==> config.mk <==
export PLATFORM = sky130hd
export DESIGN_NAME = particulate_sensor_frame_parser
export DESIGN_NICKNAME = d
export VERILOG_FILES = /design/src/sv/psfp_pkg.sv /design/src/sv/particulate_sensor_frame_parser.sv /design/src/sv/psfp_ram.sv /design/src/sv/psfp_ctrl.sv /design/src/sv/psfp_dpath.sv
export SDC_FILE = /design/constraint.sdc
export NUM_CORES = 1
export LEC_CHECK = 0
export ABC_AREA = 0
export ABC_CLOCK_PERIOD_IN_PS = 6700
export BUFFER_PORTS_ARGS = -buffer_cell sky130_fd_sc_hd__buf_4
export CORE_UTILIZATION = 62
export DETAILED_ROUTE_END_ITERATION = 7
export PLACE_DENSITY = 0.79
export SYNTH_ARGS = -nofsm -noshare
export SYNTH_HDL_FRONTEND = slang
export SYNTH_SLANG_ARGS = --single-unit
==> constraint.sdc <==
create_clock -name clk_i -period 6.7 [get_ports clk_i]
set_clock_uncertainty 0.15 [all_clocks]
set_input_delay 0.67 -clock clk_i [delete_from_list [all_inputs] [get_ports clk_i]]
set_output_delay 0.67 -clock clk_i [all_outputs]
set_load 0.005 [all_outputs]
==> src/sv/psfp_pkg.sv <==
// shared constants, types and channel table of the frame parser
// used by psfp_ctrl, psfp_dpath and the top level; depends on nothing
package psfp_pkg;

  localparam int MaxFrameBytes = 40;
  localparam int AddrW = $clog2(MaxFrameBytes);
  localparam int TotW = $clog2(MaxFrameBytes + 1);
  localparam int CmpW = TotW + 1;
  localparam int NumChan = 15;
  localparam int ChanW = 4;

  localparam logic [7:0] StartOne = 8'h42;
  localparam logic [7:0] StartTwo = 8'h4D;

  localparam logic [15:0] LenFull = 16'd28;
  localparam logic [15:0] LenShort = 16'd20;
  localparam logic [15:0] LenExt = 16'd36;

  localparam logic [TotW-1:0] OffFirst = TotW'(4);
  localparam logic [TotW-1:0] OffHcho = TotW'(28);
  localparam logic [TotW-1:0] OffTrhShort = TotW'(24);
  localparam logic [TotW-1:0] OffTrhLong = TotW'(30);

  typedef enum logic [1:0] {
    TypeBasic   = 2'd0,
    TypeTrh     = 2'd1,
    TypeHcho    = 2'd2,
    TypeHchoTrh = 2'd3
  } sensor_type_e;

  typedef enum logic [0:0] {
    CfgSensorType = 1'b0,
    CfgChanEnable = 1'b1
  } cfg_reg_e;

  typedef enum logic [1:0] {
    ErrStart    = 2'd0,
    ErrLength   = 2'd1,
    ErrChecksum = 2'd2
  } err_code_e;

  typedef enum logic [1:0] {
    OutcomeNone  = 2'd0,
    OutcomeError = 2'd1,
    OutcomeFrame = 2'd2
  } outcome_e;

  typedef struct packed {
    logic load_byte;
    logic commit;
    logic rd_hi;
    logic rd_lo;
    logic emit;
  } psfp_cmd_t;

  typedef struct packed {
    outcome_e outcome;
    logic     frame_nonempty;
    logic     out_free;
    logic     last_chan;
  } psfp_status_t;

  // does the sensor type report this channel at all
  function automatic logic chan_present(logic [ChanW-1:0] c, sensor_type_e t);
    logic p;
    case (c) inside
      [4'd0:4'd9]:   p = 1'b1;
      4'd10, 4'd11:  p = (t != TypeTrh);
      4'd12:         p = (t == TypeHcho) || (t == TypeHchoTrh);
      4'd13, 4'd14:  p = (t == TypeTrh) || (t == TypeHchoTrh);
      default:       p = 1'b0;
    endcase
    return p;
  endfunction

  // byte offset of the high byte of a channel's word in the frame
  function automatic logic [TotW-1:0] chan_offset(logic [ChanW-1:0] c, sensor_type_e t);
    logic [TotW-1:0] trh;
    logic [TotW-1:0] off;
    trh = (t == TypeTrh) ? OffTrhShort : OffTrhLong;
    case (c) inside
      [4'd0:4'd11]: off = OffFirst + (TotW'(c) << 1);
      4'd12:        off = OffHcho;
      4'd13:        off = trh;
      4'd14:        off = trh + TotW'(2);
      default:      off = OffFirst;
    endcase
    return off;
  endfunction

endpackage

==> src/sv/particulate_sensor_frame_parser.sv <==
// top level of the particulate sensor frame parser
// depends on psfp_pkg, psfp_ctrl, psfp_dpath (and psfp_ram through it)
//
// usage:
// - s_axis carries one received serial byte per transfer in tdata[7:0]
// - m_axis carries results: tuser is the kind (0 measurement, 1 rejected
//   frame), tlast marks the final result caused by one byte
// - cfg writes sensor_type (index 0) or channel_enable (index 1); always
//   ready, write only while no frame is being drained
// - timing: a byte is taken into a register and checked in the next cycle, so no new
//   byte is taken until the last one is checked; the frame-store read port
//   sets the drain, two byte reads and one output write per measurement
//   result, up to 15 results after the final checksum byte
// - a rejected frame gives its single error result in the check cycle
// - reset clears the position, sum and length, loads sensor type 0 and
//   all channels enabled; the frame store holds no reset value
// - when the receiver stalls, the held result stays in the output register;
//   the next byte is still taken, and a check that rejects the frame, or the
//   drain, waits for the output register to free up
module particulate_sensor_frame_parser (
  input  logic                         clk_i,
  input  logic                         rst_ni,
  // byte input
  input  logic                         s_axis_tvalid,
  output logic                         s_axis_tready,
  input  logic [7:0]                   s_axis_tdata,   // [7:0] rx_byte
  // result output
  output logic                         m_axis_tvalid,
  input  logic                         m_axis_tready,
  output logic [23:0]                  m_axis_tdata,   // [3:0] channel, [19:4] value,
                                                       // [21:20] reject reason, rest zero
  output logic [0:0]                   m_axis_tuser,   // [0] kind
  output logic                         m_axis_tlast,   // last
  // register writes
  input  logic                         cfg_valid_i,
  output logic                         cfg_ready_o,
  input  logic [0:0]                   cfg_index_i,
  input  logic [psfp_pkg::NumChan-1:0] cfg_data_i
);

  psfp_pkg::psfp_cmd_t    cmd;
  psfp_pkg::psfp_status_t status;

  logic                        out_kind;
  logic [psfp_pkg::ChanW-1:0]  out_chan;
  logic [15:0]                 out_value;
  logic [1:0]                  out_err;

  // registers are always writable
  assign cfg_ready_o = 1'b1;

  psfp_ctrl u_ctrl (
    .clk_i     (clk_i),
    .rst_ni    (rst_ni),
    .in_valid_i(s_axis_tvalid),
    .in_ready_o(s_axis_tready),
    .status_i  (status),
    .cmd_o     (cmd)
  );

  psfp_dpath u_dpath (
    .clk_i      (clk_i),
    .rst_ni     (rst_ni),
    .cfg_valid_i(cfg_valid_i),
    .cfg_index_i(cfg_index_i),
    .cfg_data_i (cfg_data_i),
    .in_data_i  (s_axis_tdata),
    .cmd_i      (cmd),
    .status_o   (status),
    .out_ready_i(m_axis_tready),
    .out_valid_o(m_axis_tvalid),
    .out_kind_o (out_kind),
    .out_chan_o (out_chan),
    .out_value_o(out_value),
    .out_err_o  (out_err),
    .out_last_o (m_axis_tlast)
  );

  // pack result fields, lowest field first
  assign m_axis_tdata = {2'b00, out_err, out_value, out_chan};
  assign m_axis_tuser = out_kind;

endmodule

==> src/sv/psfp_ram.sv <==
// generic single-port-write, single-port-read ram with registered read
// no dependencies
module psfp_ram #(
  parameter int Width = 8,
  parameter int Depth = 40
) (
  input  logic                     clk_i,
  input  logic                     we_i,
  input  logic [$clog2(Depth)-1:0] waddr_i,
  input  logic [Width-1:0]         wdata_i,
  input  logic                     re_i,
  input  logic [$clog2(Depth)-1:0] raddr_i,
  output logic [Width-1:0]         rdata_o
);

  logic [Width-1:0] mem_q [Depth];
  logic [Width-1:0] rdata_q;

  always_ff @(posedge clk_i) begin
    if (we_i) begin
      mem_q[waddr_i] <= wdata_i;
    end
    if (re_i) begin
      rdata_q <= mem_q[raddr_i];
    end
  end

  assign rdata_o = rdata_q;

endmodule

==> src/sv/psfp_ctrl.sv <==
// controller of the frame parser: byte intake, per-byte commit and result drain
// depends on psfp_pkg
module psfp_ctrl (
  input  logic                    clk_i,
  input  logic                    rst_ni,
  input  logic                    in_valid_i,
  output logic                    in_ready_o,
  input  psfp_pkg::psfp_status_t  status_i,
  output psfp_pkg::psfp_cmd_t     cmd_o
);

  typedef enum logic [4:0] {
    StIdle = 5'b00001,
    StProc = 5'b00010,
    StRdHi = 5'b00100,
    StRdLo = 5'b01000,
    StEmit = 5'b10000
  } state_e;

  state_e state_q, state_d;

  always_comb begin
    state_d    = state_q;
    cmd_o      = '0;
    in_ready_o = 1'b0;
    case (state_q)
      StIdle: begin
        in_ready_o = 1'b1;
        if (in_valid_i) begin
          cmd_o.load_byte = 1'b1;
          state_d = StProc;
        end
      end
      StProc: begin
        case (status_i.outcome)
          psfp_pkg::OutcomeError: begin
            // error result needs the output slot
            if (status_i.out_free) begin
              cmd_o.commit = 1'b1;
              state_d = StIdle;
            end
          end
          psfp_pkg::OutcomeFrame: begin
            cmd_o.commit = 1'b1;
            state_d = status_i.frame_nonempty ? StRdHi : StIdle;
          end
          psfp_pkg::OutcomeNone: begin
            cmd_o.commit = 1'b1;
            state_d = StIdle;
          end
          default: begin
            state_d = StIdle;
          end
        endcase
      end
      StRdHi: begin
        cmd_o.rd_hi = 1'b1;
        state_d = StRdLo;
      end
      StRdLo: begin
        cmd_o.rd_lo = 1'b1;
        state_d = StEmit;
      end
      StEmit: begin
        if (status_i.out_free) begin
          cmd_o.emit = 1'b1;
          state_d = status_i.last_chan ? StIdle : StRdHi;
        end
      end
      default: begin
        state_d = StIdle;
      end
    endcase
  end

  always_ff @(posedge clk_i or negedge rst_ni) begin
    if (!rst_ni) begin
      state_q <= StIdle;
    end else begin
      state_q <= state_d;
    end
  end

endmodule

==> src/sv/psfp_dpath.sv <==
// datapath of the frame parser: config registers, frame checks, frame store,
// channel mask and output register; depends on psfp_pkg and psfp_ram
module psfp_dpath (
  input  logic                                 clk_i,
  input  logic                                 rst_ni,
  input  logic                                 cfg_valid_i,
  input  logic [0:0]                           cfg_index_i,
  input  logic [psfp_pkg::NumChan-1:0]         cfg_data_i,
  input  logic [7:0]                           in_data_i,
  input  psfp_pkg::psfp_cmd_t                  cmd_i,
  output psfp_pkg::psfp_status_t               status_o,
  input  logic                                 out_ready_i,
  output logic                                 out_valid_o,
  output logic                                 out_kind_o,
  output logic [psfp_pkg::ChanW-1:0]           out_chan_o,
  output logic [15:0]                          out_value_o,
  output logic [1:0]                           out_err_o,
  output logic                                 out_last_o
);

  psfp_pkg::sensor_type_e sensor_type_q;
  logic [psfp_pkg::NumChan-1:0] chan_en_q;

  logic [7:0]                  byte_q;
  logic [7:0]                  prev_q;
  logic [7:0]                  hi_q;
  logic [psfp_pkg::AddrW-1:0]  pos_q, pos_d;
  logic [15:0]                 sum_q, sum_d;
  logic [psfp_pkg::TotW-1:0]   total_q, total_d;
  logic [psfp_pkg::NumChan-1:0] mask_q;

  logic                        out_valid_q;
  logic                        out_kind_q;
  logic [psfp_pkg::ChanW-1:0]  out_chan_q;
  logic [15:0]                 out_value_q;
  logic [1:0]                  out_err_q;
  logic                        out_last_q;

  // per-byte evaluation
  logic [psfp_pkg::AddrW-1:0]  pos_eff;
  logic [psfp_pkg::CmpW-1:0]   pos_ext;
  logic [psfp_pkg::CmpW-1:0]   tot_ext;
  logic [15:0]                 len;
  logic                        len_ok;
  logic [psfp_pkg::TotW-1:0]   len_total;
  psfp_pkg::outcome_e          outcome;
  psfp_pkg::err_code_e         err_code;
  logic [psfp_pkg::NumChan-1:0] frame_mask;

  // drain
  logic [psfp_pkg::NumChan-1:0] lowest;
  logic [psfp_pkg::ChanW-1:0]   cur_chan;
  logic [psfp_pkg::TotW-1:0]    cur_off;
  logic [psfp_pkg::AddrW-1:0]   rd_addr;
  logic [7:0]                   ram_rdata;
  logic                         out_free;
  logic                         out_wr;

  assign pos_eff = (psfp_pkg::TotW'(pos_q) >= psfp_pkg::TotW'(psfp_pkg::MaxFrameBytes))
                   ? '0 : pos_q;
  assign pos_ext = psfp_pkg::CmpW'(pos_eff);
  assign len = {prev_q, byte_q};
  assign len_total = psfp_pkg::TotW'(len) + psfp_pkg::TotW'(4);

  always_comb begin
    case (sensor_type_q)
      psfp_pkg::TypeBasic:   len_ok = (len == psfp_pkg::LenFull) ||
                                      (len == psfp_pkg::LenShort);
      psfp_pkg::TypeTrh,
      psfp_pkg::TypeHcho:    len_ok = (len == psfp_pkg::LenFull);
      psfp_pkg::TypeHchoTrh: len_ok = (len == psfp_pkg::LenExt);
      default:               len_ok = 1'b0;
    endcase
    if ((17'(len) + 17'd4) > 17'(psfp_pkg::MaxFrameBytes)) begin
      len_ok = 1'b0;
    end
  end

  // frame length takes effect at the fourth byte
  assign tot_ext = (pos_eff == psfp_pkg::AddrW'(3)) ? psfp_pkg::CmpW'(len_total)
                                                     : psfp_pkg::CmpW'(total_q);

  always_comb begin
    outcome = psfp_pkg::OutcomeNone;
    err_code = psfp_pkg::ErrStart;
    pos_d = '0;
    sum_d = '0;
    total_d = '0;
    if ((pos_eff == psfp_pkg::AddrW'(0) && byte_q != psfp_pkg::StartOne) ||
        (pos_eff == psfp_pkg::AddrW'(1) && byte_q != psfp_pkg::StartTwo)) begin
      outcome = psfp_pkg::OutcomeError;
      err_code = psfp_pkg::ErrStart;
    end else if (pos_eff == psfp_pkg::AddrW'(3) && !len_ok) begin
      outcome = psfp_pkg::OutcomeError;
      err_code = psfp_pkg::ErrLength;
    end else if (pos_eff < psfp_pkg::AddrW'(4) ||
                 pos_ext + psfp_pkg::CmpW'(2) < tot_ext) begin
      // header and data bytes go into the running sum
      pos_d = pos_eff + psfp_pkg::AddrW'(1);
      sum_d = sum_q + {8'h00, byte_q};
      total_d = psfp_pkg::TotW'(tot_ext);
    end else if (pos_ext + psfp_pkg::CmpW'(1) < tot_ext) begin
      // high checksum byte, kept in prev_q
      pos_d = pos_eff + psfp_pkg::AddrW'(1);
      sum_d = sum_q;
      total_d = total_q;
    end else if ({prev_q, byte_q} != sum_q) begin
      outcome = psfp_pkg::OutcomeError;
      err_code = psfp_pkg::ErrChecksum;
    end else begin
      outcome = psfp_pkg::OutcomeFrame;
    end
  end

  // channels given for the finished frame: present, enabled, before the checksum
  always_comb begin
    for (int c = 0; c < psfp_pkg::NumChan; c++) begin
      frame_mask[c] =
        psfp_pkg::chan_present(psfp_pkg::ChanW'(c), sensor_type_q) && chan_en_q[c] &&
        (psfp_pkg::CmpW'(psfp_pkg::chan_offset(psfp_pkg::ChanW'(c), sensor_type_q))
         + psfp_pkg::CmpW'(3) < psfp_pkg::CmpW'(total_q));
    end
  end

  assign lowest = mask_q & (~mask_q + psfp_pkg::NumChan'(1));

  always_comb begin
    cur_chan = '0;
    for (int i = 0; i < psfp_pkg::NumChan; i++) begin
      if (lowest[i]) begin
        cur_chan = psfp_pkg::ChanW'(i);
      end
    end
  end

  assign cur_off = psfp_pkg::chan_offset(cur_chan, sensor_type_q);
  assign rd_addr = cmd_i.rd_lo ? psfp_pkg::AddrW'(cur_off + psfp_pkg::TotW'(1))
                               : psfp_pkg::AddrW'(cur_off);

  psfp_ram #(
    .Width(8),
    .Depth(psfp_pkg::MaxFrameBytes)
  ) u_store (
    .clk_i  (clk_i),
    .we_i   (cmd_i.commit),
    .waddr_i(pos_eff),
    .wdata_i(byte_q),
    .re_i   (cmd_i.rd_hi | cmd_i.rd_lo),
    .raddr_i(rd_addr),
    .rdata_o(ram_rdata)
  );

  assign out_free = !out_valid_q || out_ready_i;
  assign out_wr = (cmd_i.commit && outcome == psfp_pkg::OutcomeError) || cmd_i.emit;

  assign status_o.outcome = outcome;
  assign status_o.frame_nonempty = |frame_mask;
  assign status_o.out_free = out_free;
  assign status_o.last_chan = ((mask_q & ~lowest) == '0);

  // control state
  always_ff @(posedge clk_i or negedge rst_ni) begin
    if (!rst_ni) begin
      sensor_type_q <= psfp_pkg::TypeBasic;
      chan_en_q <= '1;
      pos_q <= '0;
      sum_q <= '0;
      total_q <= '0;
      mask_q <= '0;
      out_valid_q <= 1'b0;
    end else begin
      if (cfg_valid_i) begin
        if (cfg_index_i == psfp_pkg::CfgSensorType) begin
          sensor_type_q <= psfp_pkg::sensor_type_e'(cfg_data_i[1:0]);
        end else begin
          chan_en_q <= cfg_data_i;
        end
      end
      if (cmd_i.commit) begin
        pos_q <= pos_d;
        sum_q <= sum_d;
        total_q <= total_d;
        if (outcome == psfp_pkg::OutcomeFrame) begin
          mask_q <= frame_mask;
        end
      end else if (cmd_i.emit) begin
        mask_q <= mask_q & ~lowest;
      end
      if (out_wr) begin
        out_valid_q <= 1'b1;
      end else if (out_ready_i) begin
        out_valid_q <= 1'b0;
      end
    end
  end

  // payload
  always_ff @(posedge clk_i) begin
    if (cmd_i.load_byte) begin
      byte_q <= in_data_i;
    end
    if (cmd_i.commit) begin
      prev_q <= byte_q;
    end
    if (cmd_i.rd_lo) begin
      hi_q <= ram_rdata;
    end
    if (out_wr) begin
      if (cmd_i.emit) begin
        out_kind_q <= 1'b0;
        out_chan_q <= cur_chan;
        out_value_q <= {hi_q, ram_rdata};
        out_err_q <= 2'b00;
        out_last_q <= status_o.last_chan;
      end else begin
        out_kind_q <= 1'b1;
        out_chan_q <= '0;
        out_value_q <= '0;
        out_err_q <= err_code;
        out_last_q <= 1'b1;
      end
    end
  end

  assign out_valid_o = out_valid_q;
  assign out_kind_o = out_kind_q;
  assign out_chan_o = out_chan_q;
  assign out_value_o = out_value_q;
  assign out_err_o = out_err_q;
  assign out_last_o = out_last_q;

endmodule

# Word level (Yosys, flattened, before mapping)

Memory sizes are Yosys's and may differ from the RTL's. A register that Yosys moved wholly into a read port is not among the register bits.
Index checks and enable logic that the tools add are counted.

Memory bits (writable): 320
ROM bits: 0
Memories: 1
Output and inout port bits: 29
Bits in latches: 0
Flip-flop bits (word level): 114

Multiply operators: 0
Divide/modulo/power cells: 0
Reduce and logical (&&, ||, !) cells: 50
Eq/ne operators: 27
Shift operators: 0
$add $sub $neg: 12
Order comparisons: 22
Bitwise logic cells: 6
Muxes and demuxes: 69

Memory list:

| name                  | words | width | read ports | clocked after memory_dff | write ports | RTL line       | RTL |
|---|---|---|---|---|---|---|---|
| u_dpath.u_store.mem_q | 40    | 8     | 1          | 1                        | 1           | psfp_ram.sv:16 | `logic [Width-1:0] mem_q [Depth];` |

Operators by type and width:

| operator              | count |
|---|---|
| $mux 6                | 15 |
| $mux 16               | 4 |
| $lt 5x6->1 const A    | 8 |
| $mux 15               | 3 |
| $eq 16x5->1 const B   | 2 |
| $and 15x15->15        | 2 |
| $not 15->15           | 2 |
| $mux 4                | 7 |
| $logic_and 1x1->1     | 25 |
| $pmux 5 s5            | 1 |
| $lt 4x6->1 const A    | 4 |
| $mux 3                | 7 |
| $mux 1                | 18 |
| $add 16x3->17 const B | 1 |
| $gt 17x6->1 const B   | 1 |
| $add 16x8->16         | 1 |
| $eq 16x6->1 const B   | 1 |
| $mux 2                | 8 |
| $ne 16x16->1          | 1 |
| $ne 8x7->1 const B    | 2 |
| $add 15x1->15 const B | 1 |
| $logic_not 15->1      | 1 |
| $mux 5                | 3 |
| $reduce_or 15->1      | 1 |
| other kinds (42)      | 67 |

# Longest topological paths before layout

Gate-level depths: netlist of run 1.

Word-level depth: 24
Depth in mapped cells: 21

# By module

From an unflattened synthesis of run 1, not the netlist that was laid out.

Cells, all modules: 1359
Area total of the unflattened synthesis: 19887.8 um^2

By module, submodules not included:

| module                          | seq. area each (um^2) | instances | area each (um^2) | cells an instance |
|---|---|---|---|---|
| psfp_ram                        | 9849.4                | 1         | 13073.8          | 696 |
| psfp_dpath                      | 2986.6                | 1         | 6362.4           | 616 |
| psfp_ctrl                       | 126.4                 | 1         | 421.7            | 42 |
| particulate_sensor_frame_parser | 0.0                   | 1         | 30.0             | 5 |

# Least setup slack after synthesis of run 1

OpenSTA, ideal clock, no wires.

Path kind: register -> register
From: reg u_dpath.pos_q[3] in the netlist's numbering
To: mem u_dpath.u_store.mem_q[33][0] (enable)
Clock period less this slack: 5.348 ns
Cell stages (with the launch flop): 20
Data required time: 6.155 ns
Buffers on the path: 4
Setup slack: 1.352 ns
Arrival: 4.803 ns
Cell sequence: dfrtp_1 > o21ai_2 > clkbuf_1 > nand2_1 > inv_1 > ha_1 > clkbuf_1 > o21ai_1 > buf_4 > a21oi_1 > ha_1 > a21oi_1 > o211ai_1 > o31ai_1 > and4bb_1 > o21a_2 > o21ai_4 > a21oi_4 > buf_2 > nor4_1

Longest elaborated chain between the ends: 15

Ends and longest elaborated chain:

| what                                                                 | RTL line          | RTL |
|---|---|---|
| start: declaration                                                   | psfp_dpath.sv:27  | `logic [psfp_pkg::AddrW-1:0] pos_q, pos_d;` |
| start signal: assignment                                             | psfp_dpath.sv:180 | `pos_q <= pos_d;` |
| $ge 6x6->1                                                           | psfp_dpath.sv:59  | `assign pos_eff = (psfp_pkg::TotW'(pos_q) >= psfp_pkg::TotW'(psfp_pkg::MaxFrameBytes))` |
| $mux 6 (*)                                                           | psfp_dpath.sv:60  | `? '0 : pos_q;` |
| parallel branches: the longest is 13 deep, another holds $add 6x1->7 | n/a               |  |
| end: declaration                                                     | psfp_ram.sv:16    |  |

Mark *: on every way between the ends.

# Final worst setup path of run 1

From: reg u_dpath.pos_q[3] in the netlist's numbering
To: mem u_dpath.u_store.mem_q[17][0] (enable)

Same word-level chain as after synthesis.

==> results of run 1 <==
state kept, by name, summed over array words and instances, names as in the netlist:
signal and flops:
u_dpath.u_store.mem_q 280, u_dpath.out_value_o 16, u_dpath.sum_q 16, u_dpath.chan_en_q 15, u_dpath.mask_q 15, u_dpath.byte_q 8
u_dpath.hi_q 8, u_dpath.prev_q 8, u_dpath.u_store.rdata_o 8, u_dpath.pos_q 6, u_dpath.total_q 6, u_ctrl.state_q 5
u_dpath.out_chan_o 4, u_dpath.out_err_o 2, u_dpath.sensor_type_q 2, u_dpath.out_kind_o 1, u_dpath.out_last_o 1, u_dpath.out_valid_o 1
placed cells by master (no fill, tap or decap), types with 17 or more instances in the layout:
| cell type | netlist | layout |
|---|---|---|
| dfrtp_1 | 50 | 50 |
| buf_4 | 8 | 98 |
| ha_1 | 31 | 31 |
| o21ai_0 | 118 | 118 |
| a32o_1 | 31 | 31 |
| and4_1 | 17 | 17 |
| nand3_1 | 29 | 29 |
| nand4_1 | 29 | 29 |
| inv_1 | 98 | 98 |
| nor3_1 | 22 | 22 |
| nand2_1 | 110 | 110 |
| and3_1 | 27 | 27 |
| o211ai_1 | 76 | 76 |
| nor2_1 | 50 | 46 |
| clkbuf_16 | 0 | 44 |
| mux2i_1 | 34 | 34 |
| edfxtp_1 | 336 | 336 |
| a21oi_1 | 43 | 43 |
kinds of logic (layout without fill, tap and decap cells):
kind of cell / after synthesis / after routing / share of synthesized area (%)
other: 2 / 3 / 0.0402
DFF: 402 / 402 / 62.9
AOI/OAI and AO/OA: 405 / 405 / 15.5
and+or+nand+nor: 376 / 376 / 11.3
muxes: 51 / 51 / 2.90
buffers and inverters: 188 / 271 / 4.17
adders and majority gates: 36 / 36 / 2.40
xor gates and xnor gates: 18 / 18 / 0.843
report_power, final:
group          internal [mW]  switching (mW)  total [mW]
Clock                   1.42           0.923        2.34
Sequential              2.92          0.0907        3.01
Combinational          0.284           0.587       0.871
worst min-delay path by stage:
stage / start / to / slack, ns / cells after the start
2_1_floorplan: rst_ni / u_ctrl.state_q[1] / 0.22 / 0
3_3_place_gp: u_dpath.u_store.rdata_o[0] / u_dpath.hi_q[0] / 0.28 / 0
3_5_place_dp: u_dpath.u_store.rdata_o[0] / u_dpath.hi_q[0] / 0.28 / 0
4_1_cts: rst_ni / u_dpath.sum_q[7] / 0.13 / 1
5_1_grt: s_axis_tdata[0] / u_dpath.byte_q[0] / 0.14 / 1
6_report: rst_ni / u_dpath.sum_q[7] / 0.09 / 1
metrics by stage:
step | instance area [um2] | utilization, % | setup WS (ns) | total power, mW
after floorplan | 18700 | - | 1.35 | 3.59
after detailed placement | 19500 | 65.9 | 0.536 | 3.91
final | 20900 | 70.6 | 0.430 | 6.22
after CTS | 20900 | 70.6 | 0.581 | 6.23
after global routing | 20900 | 70.6 | 0.0472 | 6.41
after global placement | 19500 | 65.9 | 0.842 | 3.89
routing by layer:
layer  up-vias  track usage, %
met5         -               0
met4         0            12.3
met3       132            5.09
met2       761            50.5
met1      6382            43.3
li1       5794               -
cell type report:
cell class                 count  area (um2)
clock buffer                  61        1180
inverter                     100         375
clock inverter                12         188
tap                          390         488
fill                        2064        8730
timing repair buffer          98         736
multi-input combinational    889        6180
sequential                   402       11800
==> impl_metrics.tcl, run 1 <==
set metrics [dict create \
    grt_max_degree 67 \
    slew_headroom_pct 36.6 \
    grt_usage_pct 31.5 \
    routed-wl-met2_um 22600 \
    routed_via_density 6.70 \
    first_iter_violations 1808 \
    place_inst 1879 \
    arrival_ns 6.27 \
    cp-startpoint "u_dpath.pos_q[3]" \
    wl_met1_um 18700 \
    min_period_over_period_pct 93.6 \
    cp_top_family "compound AO/OA/AOI/OAI gates" \
    min_period_ns 6.27 \
    core_area_um2 29600 \
    syn_avg_cell_area_um2 12.6 \
    synth_ff_type "edfxtp_1" \
    yosysTopAreaCellShare_pct 54.0 \
    dp_hpwl_um 30800 \
    dr.pass1.iters 5 \
    hold_buffers 0 \
    rsz0062_at_grt "no" \
    slowest_stage "nor4_2" \
    synth_most_common_cell "edfxtp_1" \
    tightest_slew_ns 0.943 \
    post_route_cells_drive_above_1_share_pct 15.6 \
    cts_tree "done" \
    post_cts_buffers 0 \
    synth.cell_area_um2 18700 \
    ys_types 100 \
    finalNonFillerCells 1952 \
    worstSetupPathType "flop to flop" \
    hold_viol 0 \
    grt_pass1_wl_um 73300 \
    highest_layer "met4" \
    row_count 63 \
    cts_buffer_depth 3 \
    yosys.area.top_type "edfxtp_1" \
    crit_chain "o21ai_2, nand2_1, inv_2, ha_1, o21ai_1, a21oi_1, ha_1, a21oi_1, o211ai_1, o31ai_1, and4bb_1, o21a_2, o21ai_4, a21oi_4, buf_4, nor4_2" \
    yosysWarnings 0 \
    power_leakage_nw 7.78 \
    drc 0 \
    insertion_delay_ns 0.53 \
    rr_startpoint "u_dpath.pos_q[3]" \
    synth_cells 1478 \
    ant_nets 0 \
    finalSetupTns_ns 0 \
    initial_core_util_pct 63.1 \
    antenna_found_initial 0 \
    antenna_cells 0 \
    gp_congestion 0.928 \
    r2r_end "u_dpath.u_store.mem_q[17][0]" \
    drv_slew 0 \
    ff2ff_path_depth 16 \
    clkTransAtPathRegs_ns 0.06 \
    ir_worst_vdd_v 0.000280 \
    hold_class "primary input to asynchronous set/reset pin" \
    nets 1594 \
    cts_htree_levels 2 \
    cts-resized-gates 0 \
    die_y_um 176 \
    endpoint_kind "flop" \
    crit_fanout 19 \
    status "finished, final reports clean" \
    critPathMaxStageDelay_ns 0.83 \
    worst_hold_slack_ns 0.0910 \
    area_growth_pct 11.8 \
    vias 13100 \
    ys_top_cells_by_count "336 x edfxtp_1, 118 x o21ai_0, 110 x nand2_1, 98 x inv_1, 76 x o211ai_1" \
    ys_async_sr_fraction_pct 16.4 \
    cts-root-buf "clkbuf_16" \
    io_pins 58 \
    ys_seq_area_share_pct 62.9 \
    clock_sinks 402 \
    synth-seq-cells 402 \
    wl_met3_um 4450 \
    p_per_area_nw_per_um2 297 \
    grt-ovfl-total 0 \
    crit_end "u_dpath.u_store.mem_q[17][0]" \
    critPathLaunchType "flop" \
    r2r_slack_ns 0.43 \
    cp_num_cells 16 \
    dieArea_um2 30900 \
    die_w_um 176 \
    wl_um 47600 \
    wl_per_cell_um 24.4 \
    synth_edf_count 336 \
    grt_pass1_vias 12600 \
    setup_viol 0 \
    synth.area.top_cells "edfxtp_1 54%, dfrtp_1 6.7%, o21ai_0 3.2%, o211ai_1 3.1%, dfstp_2 2.2%" \
    maxCapViolations 0 \
    worstPathRequired_ns 6.70 \
    cts_buffers 42 \
    crit_buf_inv 2 \
    max_freq_mhz 160 \
    port_buffers 54 \
]
Note: power is estimated with default switching activity, not from simulation.
==> run 2: changes to the inputs <==
--- a/config.mk
+++ b/config.mk
@@ -11,6 +11,7 @@
 export CORE_UTILIZATION = 62
 export DETAILED_ROUTE_END_ITERATION = 7
 export PLACE_DENSITY = 0.79
+export RECOVER_POWER = 50
 export SYNTH_ARGS = -nofsm -noshare
 export SYNTH_HDL_FRONTEND = slang
 export SYNTH_SLANG_ARGS = --single-unit
==> run 2 against run 1 <==
Effect of this change: the flow now finishes with violations (capacitance limit, slew limit); die area unchanged; via count is 0.23% lower; fmax decreased by 0.11%; clock-buffer cell count is the same; core utilization is 0.16 points lower; critical path type unchanged; highest routed layer unchanged.
==> impl_metrics.tcl, run 2 (synthesized netlist as in run 1, its figures left out) <==
set metrics [dict create \
    gp_congestion 0.928 \
    endpoint_kind "flop" \
    routed_via_density 6.68 \
    slew_headroom_pct -143 \
    setup_viol 0 \
    die_y_um 176 \
    worstSetupPathType "flop to flop" \
    io_pins 58 \
    cp_top_family "buffers and inverters" \
    slowest_stage "clkbuf_1" \
    grt_max_degree 67 \
    tightest_slew_ns 3.64 \
    antenna_cells 0 \
    clock_sinks 402 \
    finalSetupTns_ns 0 \
    pwr-share-comb_pct 13.8 \
    p_int_mw 4.62 \
    wl_um 47900 \
    antenna_found_initial 0 \
    final_cell_mix "336 x edfxtp_1, 118 x o21ai_0, 110 x nand2_1" \
    dr.pass1.iters 5 \
    cts_buffers 42 \
    grt_usage_pct 31.5 \
    drv_slew 375 \
    power_leakage_nw 7.72 \
    switching_power_mw 1.60 \
    arrival_ns 6.28 \
    violations "capacitance limit, slew limit" \
    insertion_delay_ns 0.54 \
    cp-startpoint "u_dpath.byte_q[2]" \
    max_freq_mhz 159 \
    ant_nets 0 \
    dieArea_um2 30900 \
    final_util_pct 70.4 \
    min_period_over_period_pct 93.7 \
    cts_buffer_depth 3 \
    worst_hold_slack_ns 0.179 \
    grt-ovfl-total 0 \
    rr_startpoint "u_dpath.byte_q[2]" \
    critPathLaunchType "flop" \
    grt_pass1_wl_um 73300 \
    hold_buffers 0 \
    wl_per_cell_um 24.5 \
    nets 1594 \
    post_cts_buffers 0 \
    port_buffers 54 \
    post_route_cells_drive_above_1_share_pct 14.8 \
    fillers 2076 \
    die_w_um 176 \
    initial_core_util_pct 63.1 \
    core_area_um2 29600 \
    maxCapViolations 9 \
    placed_area_um2 19500 \
    row_count 63 \
    cts_tree "done" \
    grt_pass1_vias 12600 \
    dp_hpwl_um 30800 \
    top_register "u_dpath.u_store.mem_q" \
    swShare_pct 25.8 \
    cts-root-buf "clkbuf_16" \
    vias 13000 \
    first_iter_violations 1924 \
    clkTransAtPathRegs_ns 0.06 \
    status "complete, but fails checks" \
    worstHoldStart "s_axis_tdata[7]" \
    power_frac_clock_pct 37.6 \
    min_period_ns 6.28 \
    critPathMaxStageDelay_ns 1.86 \
    drc 0 \
    crit_buf_inv 2 \
    crit_fanout 42 \
    ir_worst_vdd_v 0.000281 \
    cts-resized-gates 0 \
    hold_class "primary input to flop" \
    fin_area_um2 20900 \
    rsz0062_at_grt "no" \
    final_common_cell "edfxtp_1" \
    worstPathRequired_ns 6.70 \
    p_seq_share_pct 48.5 \
    p_per_area_nw_per_um2 298 \
    hold_viol 0 \
    crit_chain "clkbuf_1, ha_1, nor4_1, nand4_1, nor4_4, o21ai_1, mux2i_4, a21oi_4, buf_4, nor4_2" \
    area_growth_pct 11.6 \
    largest_reg_flops 280 \
    cts_htree_levels 2 \
]
run 2: worst register-to-register path: cells and delay by family, from the launching register on:
| kind | cells | cell delay, ns |
|---|---|---|
| and+or+nand+nor | 4 | 1.92 |
| DFF | 1 | 0.34 |
| muxes | 1 | 0.37 |
| buffers and inverters | 2 | 2.13 |
| AOI/OAI and AO/OA | 2 | 0.41 |
| adders and majority gates | 1 | 0.57 |
run 2: per-layer routing:
layer	routed length (um)	share of wire (%)	vias up	track usage [%]
li1	-	-	5799	-
met1	18800	39	6338	43.3
met2	22600	47	773	50.5
met3	4640	9.7	129	5.09
met4	1860	3.9	0	12.3
met5	0	0	-	0
run 2: layout make-up:
cell class | count | area [um2] | share of cell area (%)
clock buffers | 61 | 1180 | 5.68
multi-input cells | 889 | 6180 | 29.6
repair buffers | 98 | 687 | 3.29
well taps | 390 | 488 | 2.34
inverters | 100 | 375 | 1.80
clock inverters | 12 | 188 | 0.900
flip-flops and latches | 402 | 11800 | 56.4
run 2: final timing paths:
path                                                    end  slack [ns]  cells after the start
worst max-delay path            u_dpath.u_store.mem_q[9][1]        0.42                     10
worst min-delay path                      u_dpath.byte_q[7]        0.18                      1
worst max register to register  u_dpath.u_store.mem_q[9][1]        0.42                     10
worst min register to register              u_dpath.hi_q[0]        0.29                      0
max in group asynchronous                  u_dpath.pos_q[2]        3.13                      1
min in group asynchronous                  u_dpath.sum_q[7]        1.24                      1
run 2: power by group through the flow:
stage / clock, mW / sequential [mW] / combinational (mW)
3_5_place_dp: 0 / 3.05 / 0.855
2_1_floorplan: 0 / 3.07 / 0.523
5_1_grt: 2.46 / 3.03 / 0.922
4_1_cts: 2.36 / 3.01 / 0.860
6_report: 2.34 / 3.02 / 0.862
3_3_place_gp: 0 / 3.05 / 0.837
run 2: stage by stage:
stage / setup slack [ns] / std cells / total power, mW
after detailed placement: 0.536 / 1879 / 3.91
after global routing: 0.0472 / 1952 / 6.41
after CTS: 0.581 / 1952 / 6.23
after global placement: 0.842 / 1879 / 3.89
after floorplan: 1.35 / 1479 / 3.59
final: 0.423 / 1952 / 6.22
==> run 3: changes to the inputs <==
--- a/config.mk
+++ b/config.mk
@@ -5,8 +5,7 @@
 export SDC_FILE = /design/constraint.sdc
 export NUM_CORES = 1
 export LEC_CHECK = 0
-export ABC_AREA = 0
-export ABC_CLOCK_PERIOD_IN_PS = 6700
+export ABC_CLOCK_PERIOD_IN_PS = 5900
 export BUFFER_PORTS_ARGS = -buffer_cell sky130_fd_sc_hd__buf_4
 export CORE_UTILIZATION = 62
 export DETAILED_ROUTE_END_ITERATION = 7
==> constraint.sdc (replaced) <==
create_clock -name clk_i -period 5.9 [get_ports clk_i]
set_clock_uncertainty 0.15 [all_clocks]
set_input_delay 0.59 -clock clk_i [delete_from_list [all_inputs] [get_ports clk_i]]
set_output_delay 0.59 -clock clk_i [all_outputs]
set_load 0.1 [all_outputs]
==> run 3 against run 2 <==
Effect of this change: the run still ends with capacitance limit, slew limit left; combinational power is 40% higher; via count is 1.4% higher; worst setup slack better by 0.025 ns; power is 18% higher; clock-buffer cell count is 2 lower; die area stayed put; largest power group unchanged.
==> impl_metrics.tcl, run 3 (synthesized netlist as in run 1, its figures left out) <==
set metrics [dict create \
    status "complete, but fails checks" \
    violations "capacitance limit, slew limit" \
    finalNonFillerCells 1967 \
    whs_endpoint "u_dpath.byte_q[0]" \
    largest_reg_flops 280 \
    critPathMaxStageDelay_ns 1.92 \
    die_w_um 176 \
    top_register "u_dpath.u_store.mem_q" \
    gp_congestion 0.943 \
    cts-root-buf "clkbuf_16" \
    grt-ovfl-total 0 \
    io_pins 58 \
    register_area_um2 11800 \
    r2r_end "u_dpath.u_store.mem_q[21][2]" \
    cts_buffers 41 \
    multi_input_area_um2 6180 \
    routed_via_density 6.72 \
    p_int_mw 5.30 \
    crit_chain "clkbuf_1, nor3b_1, o21ai_0, a311oi_2, nor2_1, o22ai_1, o21ai_4, a21oi_4, inv_2, and4_1" \
    rsz0062_at_grt "no" \
    dieArea_um2 30900 \
    cts_htree_levels 2 \
    pwr-share-comb_pct 16.4 \
    antenna_found_initial 1 \
    fillers 2010 \
    worstSetupPathType "flop to flop" \
    nets 1605 \
    min_period_ns 5.45 \
    r2r_slack_ns 0.45 \
    slowest_stage "clkbuf_1" \
    ff2ff_path_depth 10 \
    hold_class "primary input to flop" \
    hold_buffers 0 \
    setup_viol 0 \
    place_inst 1891 \
    rr_startpoint "u_dpath.byte_q[1]" \
    worstPathRequired_ns 5.94 \
    slew_headroom_pct -148 \
    row_count 63 \
    critPathLaunchType "flop" \
    antenna_cells 0 \
    post_cts_buffers 0 \
    finalSetupTns_ns 0 \
    cp_num_cells 10 \
    endpoint_kind "flop" \
    p_seq_share_pct 46.5 \
    ant_nets 0 \
    crit_fanout 45 \
    grt_pass1_vias 12800 \
    wl_um 48200 \
    grt_usage_pct 31.9 \
    worstHoldStart "s_axis_tdata[0]" \
    worst_hold_slack_ns 0.103 \
    p_per_area_nw_per_um2 352 \
    ir_worst_vdd_v 0.000303 \
    drc 0 \
    cts_buffer_depth 3 \
    drv_slew 271 \
    power_frac_clock_pct 37.1 \
    arrival_ns 5.50 \
    first_iter_violations 1728 \
    insertion_delay_ns 0.55 \
    hold_viol 0 \
    max_freq_mhz 183 \
    crit_buf_inv 2 \
    cts_tree "done" \
    cp_top_family "buffers and inverters" \
    maxCapViolations 6 \
    dp_hpwl_um 31500 \
    whs_path_depth 1 \
    initial_core_util_pct 63.1 \
    dr.pass1.iters 6 \
    tightest_slew_ns 3.72 \
    grt_max_degree 67 \
    clock_sinks 402 \
    final_cell_mix "336 x edfxtp_1, 118 x o21ai_0, 110 x nand2_1" \
    port_buffers 54 \
    swShare_pct 28.2 \
    final_common_cell "edfxtp_1" \
    switching_power_mw 2.08 \
    cts-resized-gates 0 \
    power_leakage_nw 7.77 \
    wl_per_cell_um 24.5 \
    area_growth_pct 12.1 \
    core_area_um2 29600 \
    die_y_um 176 \
    grt_pass1_wl_um 74400 \
    vias 13200 \
    post_route_cells_drive_above_1_share_pct 15.1 \
    min_period_over_period_pct 92.4 \
    clkTransAtPathRegs_ns 0.06 \
]
==> run 3: cell types whose count changed in the layout (fill, tap and decap cells not counted), moves of 2 or more <==
cell	previous run	this run
clkbuf_1	28	35
clkbuf_8	2	5
clkinv_2	3	5
clkbuf_4	28	9
buf_4	57	77
==> run 3: power groups by stage <==
stage          clock, mW  combinational, mW  sequential, mW
2_1_floorplan          0              0.631            3.66
3_3_place_gp           0               1.18            3.47
3_5_place_dp           0               1.21            3.47
4_1_cts             2.74               1.21            3.42
5_1_grt             2.86               1.28            3.44
6_report            2.74               1.21            3.43
==> run 3: layout make-up <==
class	instances	area share, %
clock buffers	59	5.66
clock inverters	17	1.15
inverters	100	1.79
multi-input cells	889	29.5
flip-flops and latches	402	56.1
well taps	390	2.33
repair buffers	110	3.51
==> run 3: how the worst max path moves through the flow <==
| stage | end | start | slack [ns] |
|---|---|---|---|
| 2_1_floorplan | u_dpath.u_store.mem_q[33][0] | u_dpath.pos_q[3] | 0.55 |
| 3_3_place_gp | u_dpath.u_store.mem_q[20][2] | u_dpath.pos_q[3] | 0.84 |
| 3_5_place_dp | u_dpath.u_store.mem_q[21][4] | u_dpath.pos_q[3] | 0.65 |
| 4_1_cts | u_dpath.u_store.mem_q[12][6] | u_dpath.pos_q[3] | 0.63 |
| 5_1_grt | u_dpath.u_store.mem_q[11][3] | u_dpath.pos_q[3] | 0.15 |
| 6_report | u_dpath.u_store.mem_q[21][2] | u_dpath.byte_q[1] | 0.45 |
==> run 3: metrics by stage <==
step	setup slack, ns	power (mW)	util (%)	cell area, um2
floorplan	0.552	4.29	-	18700
global placement	0.838	4.65	66.2	19600
detailed placement	0.650	4.68	66.2	19600
CTS	0.634	7.37	71.0	21100
global route	0.147	7.58	70.7	21000
finish	0.449	7.37	70.7	21000
==> run 3: worst reg2reg max path: stages, from the launching register on <==
cell and delay, ns:
edfxtp_1 0.37, clkbuf_1 1.92, nor3b_1 0.20, o21ai_0 0.33
a311oi_2 0.24, nor2_1 0.36, o22ai_1 0.17, o21ai_4 0.22
a21oi_4 0.18, inv_2 0.45, and4_1 0.52
==> run 3: layer usage <==
layer	wire length [um]	global-route usage, %	vias up
met5	18	0	-
met4	1530	10.2	2
met3	4940	6.23	117
met2	22600	50.2	771
met1	19100	44.9	6506
li1	-	-	5825
